==> config.mk <==
export PLATFORM = sky130hd
export DESIGN_NAME = mtrr_large_page_memory_type
export DESIGN_NICKNAME = d
export VERILOG_FILES = /design/src/rtl/mlpmt_pkg.sv /design/src/rtl/mtrr_large_page_memory_type.sv /design/src/rtl/mlpmt_ctrl.sv /design/src/rtl/mlpmt_datapath.sv
export SDC_FILE = /design/constraint.sdc
export NUM_CORES = 2
export LEC_CHECK = 0
export ABC_AREA = 0
export BUFFER_PORTS_ARGS = -buffer_cell sky130_fd_sc_hd__clkbuf_2
export CAP_MARGIN = 20
export CORE_UTILIZATION = 62
export CTS_CLUSTER_SIZE = 10
export DETAILED_ROUTE_END_ITERATION = 7
export PLACE_DENSITY = 0.84
export SETUP_SLACK_MARGIN = 0.4
export SLEW_MARGIN = 20
export SYNTH_ARGS = -nofsm -noshare
export SYNTH_HDL_FRONTEND = slang
export SYNTH_SLANG_ARGS = --single-unit
==> constraint.sdc <==
create_clock -name clk -period 14.7 [get_ports clk]
set_input_delay 2.205 -clock clk [delete_from_list [all_inputs] [get_ports clk]]
set_output_delay 2.205 -clock clk [all_outputs]
set_load 0.01 [all_outputs]
==> src/rtl/mlpmt_pkg.sv <==
// shared constants and controller/datapath interface types for the mtrr memory type block
package mlpmt_pkg;

	localparam int MAX_RANGES = 16;
	localparam int FRAME_BITS = 40;
	localparam int PAGE_BITS  = 31;
	localparam int TYPE_BITS  = 3;
	localparam int CMD_BITS   = 2;
	localparam int PAGE_SHIFT = 9;

	localparam int COUNT_W  = $clog2(MAX_RANGES + 1);
	localparam int IDX_W    = (MAX_RANGES > 1) ? $clog2(MAX_RANGES) : 1;
	localparam int QRY_BITS = PAGE_BITS + PAGE_SHIFT;
	localparam int CMP_BITS = (FRAME_BITS > QRY_BITS) ? FRAME_BITS : QRY_BITS;

	localparam logic [FRAME_BITS-1:0] FRAME_MASK = '1;
	localparam logic [COUNT_W-1:0]    COUNT_MAX  = COUNT_W'(MAX_RANGES);
	localparam logic [PAGE_SHIFT-1:0] PAGE_LOW   = '1;

	localparam logic [TYPE_BITS-1:0] TYPE_UC = 3'd0;
	localparam logic [TYPE_BITS-1:0] TYPE_WB = 3'd6;

	localparam logic [CMD_BITS-1:0] CMD_CLEAR = 2'd0;
	localparam logic [CMD_BITS-1:0] CMD_ADD   = 2'd1;
	localparam logic [CMD_BITS-1:0] CMD_QUERY = 2'd2;

	typedef struct packed {
		logic load;
		logic clear;
		logic add_off;
		logic add_write;
		logic scan;
		logic out_load;
	} dp_cmd_t;

	typedef struct packed {
		logic scan_done;
		logic out_free;
	} dp_stat_t;

endpackage

==> src/rtl/mtrr_large_page_memory_type.sv <==
// top level: mtrr variable-range memory type resolution for 2 mb pages
// clear and add give no result transaction
// query: n stored ranges read one per cycle, then the result is registered
// frame zero or an uncacheable hit ends the walk early; in_stall drops in the same cycle as out_valid rises
// one transaction in flight at a time
// reset empties the table (count zero); table entries are not cleared
module mtrr_large_page_memory_type (
	input  logic                            clk,
	input  logic                            arst_n,
	input  logic                            in_valid,
	output logic                            in_stall,
	input  logic [mlpmt_pkg::CMD_BITS-1:0]  cmd,
	input  logic [39:0]                     range_base_frame,
	input  logic [39:0]                     range_mask_frame,
	input  logic [mlpmt_pkg::TYPE_BITS-1:0] range_type,
	input  logic                            range_valid,
	input  logic [mlpmt_pkg::PAGE_BITS-1:0] page_frame,
	output logic                            out_valid,
	input  logic                            out_stall,
	output logic [mlpmt_pkg::TYPE_BITS-1:0] memory_type
);

	mlpmt_pkg::dp_cmd_t  ctl;
	mlpmt_pkg::dp_stat_t stat;

	mlpmt_ctrl u_ctrl (
		.clk      (clk),
		.arst_n   (arst_n),
		.in_valid (in_valid),
		.in_stall (in_stall),
		.cmd      (cmd),
		.stat     (stat),
		.ctl      (ctl)
	);

	mlpmt_datapath u_datapath (
		.clk              (clk),
		.arst_n           (arst_n),
		.ctl              (ctl),
		.stat             (stat),
		.range_base_frame (range_base_frame),
		.range_mask_frame (range_mask_frame),
		.range_type       (range_type),
		.range_valid      (range_valid),
		.page_frame       (page_frame),
		.out_valid        (out_valid),
		.out_stall        (out_stall),
		.memory_type      (memory_type)
	);

endmodule

==> src/rtl/mlpmt_ctrl.sv <==
// controller state machine: sequences clear, add and query transactions
module mlpmt_ctrl (
	input  logic                          clk,
	input  logic                          arst_n,
	input  logic                          in_valid,
	output logic                          in_stall,
	input  logic [mlpmt_pkg::CMD_BITS-1:0] cmd,
	input  mlpmt_pkg::dp_stat_t           stat,
	output mlpmt_pkg::dp_cmd_t            ctl
);

	typedef enum logic [4:0] {
		ST_IDLE   = 5'b00001,
		ST_ADD1   = 5'b00010,
		ST_ADD2   = 5'b00100,
		ST_SCAN   = 5'b01000,
		ST_RESULT = 5'b10000
	} state_t;

	state_t state_q, state_d;
	logic   accept;

	assign in_stall = (state_q != ST_IDLE);
	assign accept   = in_valid && (state_q == ST_IDLE);

	always_comb begin
		state_d       = state_q;
		ctl           = '0;
		ctl.load      = accept;
		unique case (state_q)
			ST_IDLE: begin
				if (accept) begin
					priority if (cmd == mlpmt_pkg::CMD_CLEAR) begin
						ctl.clear = 1'b1;
					end else if (cmd == mlpmt_pkg::CMD_ADD) begin
						state_d = ST_ADD1;
					end else if (cmd == mlpmt_pkg::CMD_QUERY) begin
						state_d = ST_SCAN;
					end else begin
						state_d = ST_IDLE;
					end
				end
			end
			ST_ADD1: begin
				ctl.add_off = 1'b1;
				state_d     = ST_ADD2;
			end
			ST_ADD2: begin
				ctl.add_write = 1'b1;
				state_d       = ST_IDLE;
			end
			ST_SCAN: begin
				ctl.scan = 1'b1;
				if (stat.scan_done) begin
					state_d = ST_RESULT;
				end
			end
			ST_RESULT: begin
				if (stat.out_free) begin
					ctl.out_load = 1'b1;
					state_d      = ST_IDLE;
				end
			end
			default: begin
				state_d = ST_IDLE;
			end
		endcase
	end

	always_ff @(posedge clk or negedge arst_n) begin
		if (!arst_n) begin
			state_q <= ST_IDLE;
		end else begin
			state_q <= state_d;
		end
	end

endmodule

==> src/rtl/mlpmt_datapath.sv <==
// datapath: range table, end frame computation, range walk and output register
module mlpmt_datapath (
	input  logic                            clk,
	input  logic                            arst_n,
	input  mlpmt_pkg::dp_cmd_t              ctl,
	output mlpmt_pkg::dp_stat_t             stat,
	input  logic [39:0]                     range_base_frame,
	input  logic [39:0]                     range_mask_frame,
	input  logic [mlpmt_pkg::TYPE_BITS-1:0] range_type,
	input  logic                            range_valid,
	input  logic [mlpmt_pkg::PAGE_BITS-1:0] page_frame,
	output logic                            out_valid,
	input  logic                            out_stall,
	output logic [mlpmt_pkg::TYPE_BITS-1:0] memory_type
);

	localparam int FB = mlpmt_pkg::FRAME_BITS;
	localparam int CB = mlpmt_pkg::CMP_BITS;
	localparam int TB = mlpmt_pkg::TYPE_BITS;

	logic [FB-1:0] start_mem [mlpmt_pkg::MAX_RANGES];
	logic [FB-1:0] end_mem   [mlpmt_pkg::MAX_RANGES];
	logic [TB-1:0] kind_mem  [mlpmt_pkg::MAX_RANGES];

	logic [mlpmt_pkg::COUNT_W-1:0] count_q;
	logic [mlpmt_pkg::COUNT_W-1:0] idx_q;

	logic [FB-1:0] base_q, mask_q, off_q;
	logic [TB-1:0] type_q;
	logic          valid_q;

	logic [CB-1:0] first_q, last_q;
	logic          zero_q, uc_q;
	logic [TB-1:0] kind_q;

	logic [FB-1:0] rd_start_s1, rd_end_s1;
	logic [TB-1:0] rd_kind_s1;
	logic          rd_vld_s1;

	logic [TB-1:0] out_type_q;
	logic          out_valid_q;

	logic [FB-1:0] mask_dec;
	logic [FB:0]   end_sum;
	logic [FB-1:0] end_frame;
	logic          add_ok;
	logic          issue;
	logic          overlap;
	logic [63:0]   base_in, mask_in;

	assign base_in = 64'(range_base_frame);
	assign mask_in = 64'(range_mask_frame);

	// mask minus one: ones below the lowest set mask bit, that bit cleared
	assign mask_dec  = mask_q - FB'(1);
	assign end_sum   = {1'b0, base_q} + {1'b0, off_q};
	assign end_frame = end_sum[FB] ? mlpmt_pkg::FRAME_MASK : end_sum[FB-1:0];
	assign add_ok    = valid_q && (type_q != mlpmt_pkg::TYPE_WB) && (mask_q != '0)
		&& (count_q < mlpmt_pkg::COUNT_MAX);

	assign issue   = ctl.scan && !uc_q && !zero_q && (idx_q != count_q);
	assign overlap = (first_q <= CB'(rd_end_s1)) && (last_q >= CB'(rd_start_s1));

	assign stat.scan_done = zero_q || uc_q || ((idx_q == count_q) && !rd_vld_s1);
	assign stat.out_free  = !out_valid_q || !out_stall;

	assign out_valid   = out_valid_q;
	assign memory_type = out_type_q;

	// captured transaction fields
	always_ff @(posedge clk) begin
		if (ctl.load) begin
			base_q  <= base_in[FB-1:0];
			mask_q  <= mask_in[FB-1:0];
			type_q  <= range_type;
			valid_q <= range_valid;
			first_q <= CB'({page_frame, {mlpmt_pkg::PAGE_SHIFT{1'b0}}});
			last_q  <= CB'({page_frame, mlpmt_pkg::PAGE_LOW});
			zero_q  <= (page_frame == '0);
		end
		if (ctl.add_off) begin
			off_q <= (mask_q ^ mask_dec) >> 1;
		end
	end

	// range table
	always_ff @(posedge clk) begin
		if (ctl.add_write && add_ok) begin
			start_mem[count_q[mlpmt_pkg::IDX_W-1:0]] <= base_q;
			end_mem[count_q[mlpmt_pkg::IDX_W-1:0]]   <= end_frame;
			kind_mem[count_q[mlpmt_pkg::IDX_W-1:0]]  <= type_q;
		end
		if (issue) begin
			rd_start_s1 <= start_mem[idx_q[mlpmt_pkg::IDX_W-1:0]];
			rd_end_s1   <= end_mem[idx_q[mlpmt_pkg::IDX_W-1:0]];
			rd_kind_s1  <= kind_mem[idx_q[mlpmt_pkg::IDX_W-1:0]];
		end
	end

	always_ff @(posedge clk or negedge arst_n) begin
		if (!arst_n) begin
			count_q   <= '0;
			idx_q     <= '0;
			rd_vld_s1 <= 1'b0;
			uc_q      <= 1'b0;
			kind_q    <= mlpmt_pkg::TYPE_WB;
		end else begin
			if (ctl.clear) begin
				count_q <= '0;
			end else if (ctl.add_write && add_ok) begin
				count_q <= count_q + mlpmt_pkg::COUNT_W'(1);
			end
			if (ctl.load) begin
				idx_q     <= '0;
				rd_vld_s1 <= 1'b0;
				uc_q      <= 1'b0;
				kind_q    <= mlpmt_pkg::TYPE_WB;
			end else begin
				rd_vld_s1 <= issue;
				if (issue) begin
					idx_q <= idx_q + mlpmt_pkg::COUNT_W'(1);
				end
				if (rd_vld_s1 && !uc_q && overlap) begin
					kind_q <= rd_kind_s1;
					if (rd_kind_s1 == mlpmt_pkg::TYPE_UC) begin
						uc_q <= 1'b1;
					end
				end
			end
		end
	end

	// result register
	always_ff @(posedge clk) begin
		if (ctl.out_load) begin
			out_type_q <= zero_q ? mlpmt_pkg::TYPE_UC : kind_q;
		end
	end

	always_ff @(posedge clk or negedge arst_n) begin
		if (!arst_n) begin
			out_valid_q <= 1'b0;
		end else if (ctl.out_load) begin
			out_valid_q <= 1'b1;
		end else if (!out_stall) begin
			out_valid_q <= 1'b0;
		end
	end

endmodule

==> impl_metrics.ini <==
[run_status]
status = finished, final reports clean

[finish]
fin_cells = 4422
postLayoutCellArea_mm2 = 0.0695
fill_cells = 5374
syn_to_final_growth_pct = 11.4
fin_nets = 3327
layout-drive-gt1-share = 0.266

[timing]
setup_viol = 0
relSlewSlack = 0.228
min_period_ns = 5.62
worst_pin_slew_ns = 1.16
final.period_utilization = 0.383
rsz0062_at_grt = no
finalHoldViolCount = 0
finalSetupTns_ns = 0
max_freq_mhz = 178
drv_slew = 0
finClkSkew_ns = 0.0402

[clock_tree]
clkTransAtPathRegs_ns = 0.06
cts_num_sinks = 1590
cts_tree = built
cts_htree_levels = 4
cts_hold_buf = 0
clk-insertion-delay-late_ns = 0.78
cts_setup_buffers = 0
cts_resized = 0
clk_path_buf_depth = 3
cts-buffers-inserted = 178
root_buffer = clkbuf_16

[route]
wirelength_um = 160000
vias = 32412
wl_met3_um = 18500
ant_nets = 0
m1WireLength_um = 52900
drtIter0Drc = 5025
routedWlPerCell_um = 36.3
vias_per_cell = 7.33
drtPass1Iterations = 7
drc_errors = 0
dr_wl_met2_um = 79800
highest_layer = met5

[floorplanning]
placement_rows = 116
dieArea_mm2 = 0.102
core_mm2 = 0.0999
start_util = 0.625
io_pins = 126
die_h_um = 319
die_w_um = 319

[placed_design]
place_inst = 4210
dpl-instance-area_mm2 = 0.0647
place.gp.congestion = 0.904
dp.final_hpwl_um = 80900
portBuffers = 125

[setup_path]
start_kind = flop
critical_path_class = reg -> reg
end_kind = flop
cp.arrival_ns = 5.95
cp.required_ns = 15.03
path_max_fanout = 38

[power_and_ir_drop]
peakVddDrop_mv = 0.131
switchingPower_w = 0.00285
p_int_w = 0.00834
cellPowerDensity_mw_per_mm2 = 161
sw_frac_of_total = 0.255
leakage_nw = 22.4
pwr-share-clk = 0.348
pwr-share-seq = 0.506
pwr-share-comb = 0.145

[grt]
grt_pass1_vias = 33904
grt_pass1_wl_um = 230000
grt_max_degree = 118
antenna_found_initial = 6
grt_overflow = 0
track_usage = 0.320

[yosys]
synth_most_common_cell = edfxtp_1
synth_top_family_by_area = multiplexers
yosysWarnings = 0
syn-instance-count = 2859
synthArstFlopShare = 0.0132
synth_nets = 3091
synthSimpleGateAreaFrac = 0.0245
syn_area_mm2 = 0.0624
synthFlopType = edfxtp_1
synth-edff-count = 1569
synth.mux.area_fraction = 0.150
synth-seq-cells = 1590
synth_compound_area_frac = 0.0209
synth-xor-area-share = 0.00631
synthTopCellsByArea = edfxtp_1, mux4_2, ha_1
yosysSeqAreaShare = 0.763
avgSynthCellArea_um2 = 21.8
synth_largest_area_cell = edfxtp_1
yosys.area_share.adder = 0.0224
yosysTopAreaCellShare = 0.755
synthDistinctLibCells = 65
netlist_top_cells_count = edfxtp_1, mux4_2, ha_1, inv_1, clkbuf_1

[job]
maxCapViolations = 0

[hold_path]
min_path_type = reg -> reg
[area by class of cell]
cell class	count	area, µm²	area share
Clock buffer	191	4520	0.0651
Inverter	96	367	0.00527
Multi-Input combinational cell	1060	14100	0.202
Timing Repair Buffer	169	998	0.0144
Tap cell	1298	1620	0.0234
Antenna cell	1	2.50	0.0000360
Sequential cell	1590	47700	0.685
Clock inverter	17	294	0.00423
[power groups by stage]
stage                     combinational, W  sequential, W  clock [W]
after detailed placement           0.00155        0.00575          0
after global routing               0.00172        0.00568    0.00406
after floorplan                    0.00120        0.00563          0
after global placement             0.00147        0.00572          0
after CTS                          0.00161        0.00566    0.00390
final                              0.00163        0.00567    0.00390
[state kept, by name, summed over array words and instances (netlist names)]
| signal | count |
|---|---|
| u_datapath.kind_mem | 48 |
| u_datapath.rd_start_s1 | 40 |
| u_datapath.valid_q | 1 |
| u_datapath.zero_q | 1 |
| u_datapath.start_mem | 640 |
| u_datapath.count_q | 5 |
| u_datapath.out_valid | 1 |
| u_datapath.rd_end_s1 | 40 |
| u_datapath.type_q | 3 |
| u_datapath.rd_vld_s1 | 1 |
| u_ctrl.state_q | 5 |
| u_datapath.base_q | 40 |
| u_datapath.rd_kind_s1 | 3 |
| u_datapath.kind_q | 3 |
| u_datapath.memory_type | 3 |
| u_datapath.end_mem | 640 |
| u_datapath.uc_q | 1 |
| u_datapath.mask_q | 40 |
| u_datapath.off_q | 39 |
| u_datapath.idx_q | 5 |
| u_datapath.last_q | 31 |
[routing by layer]
layer,GRT usage,vias up
li1,-,12319
met2,0.526,2941
met5,0,-
met1,0.402,16509
met4,0.167,4
met3,0.0747,639
[stage by stage]
step	util	setup WS (ns)	hold slack [ns]	power [W]
floorplan	-	3.96	0.461	0.00682
global placement	0.648	9.69	0.498	0.00719
detailed placement	0.648	9.48	0.505	0.00729
CTS	0.696	9.35	0.527	0.0112
global route	0.696	9.04	0.562	0.0115
finish	0.696	9.08	0.528	0.0112
[cell families after synthesis]
logic type	count (synthesis)
fa+ha+maj	111
mux	417
flops	1590
xor+xnor	45
simple gates	279
buf+inv	209
compound gates	208
[final timing paths]
path | depth (start not counted) | start | to | slack [ns]
min reg2reg | 1 | u_datapath.uc_q | u_datapath.rd_vld_s1 | 0.53
max | 10 | u_datapath.base_q[15] | u_datapath.end_mem[14][37] | 9.08
max in group asynchronous | 1 | arst_n | u_datapath.idx_q[2] | 12.85
max reg2reg | 10 | u_datapath.base_q[15] | u_datapath.end_mem[14][37] | 9.08
min | 1 | u_datapath.uc_q | u_datapath.rd_vld_s1 | 0.53
min in group asynchronous | 1 | arst_n | u_datapath.idx_q[1] | 1.42
[worst max-delay path, stage by stage (launching register included)]
cell	delay (ns)
edfxtp_1	0.76
ha_1	0.47
a21oi_1	0.55
o2111ai_1	0.31
o311ai_1	0.95
o31ai_1	0.37
a31oi_1	0.37
o21ai_1	0.15
nand2_1	0.10
buf_4	0.58
nand2_1	0.53
[layout by cell type (no fill, tap or decap), types with 9 or more instances in the layout]
cell	netlist	final
edfxtp_1	1569	1569
mux4_2	415	415
clkbuf_16	0	179
clkbuf_2	0	125
ha_1	110	110
inv_1	95	94
a21oi_1	75	74
nand2_1	74	74
a21o_1	44	44
buf_4	0	39
nor2_1	42	38
o21ai_0	37	35
nand4_1	29	29
nor3_1	30	26
xnor2_1	23	23
xor2_1	22	22
nand3_1	14	14
nor4_1	15	14
dfrtp_1	18	14
clkbuf_1	81	12
nor2b_1	9	9
No activity file was read; power rests on OpenSTA's default activity.
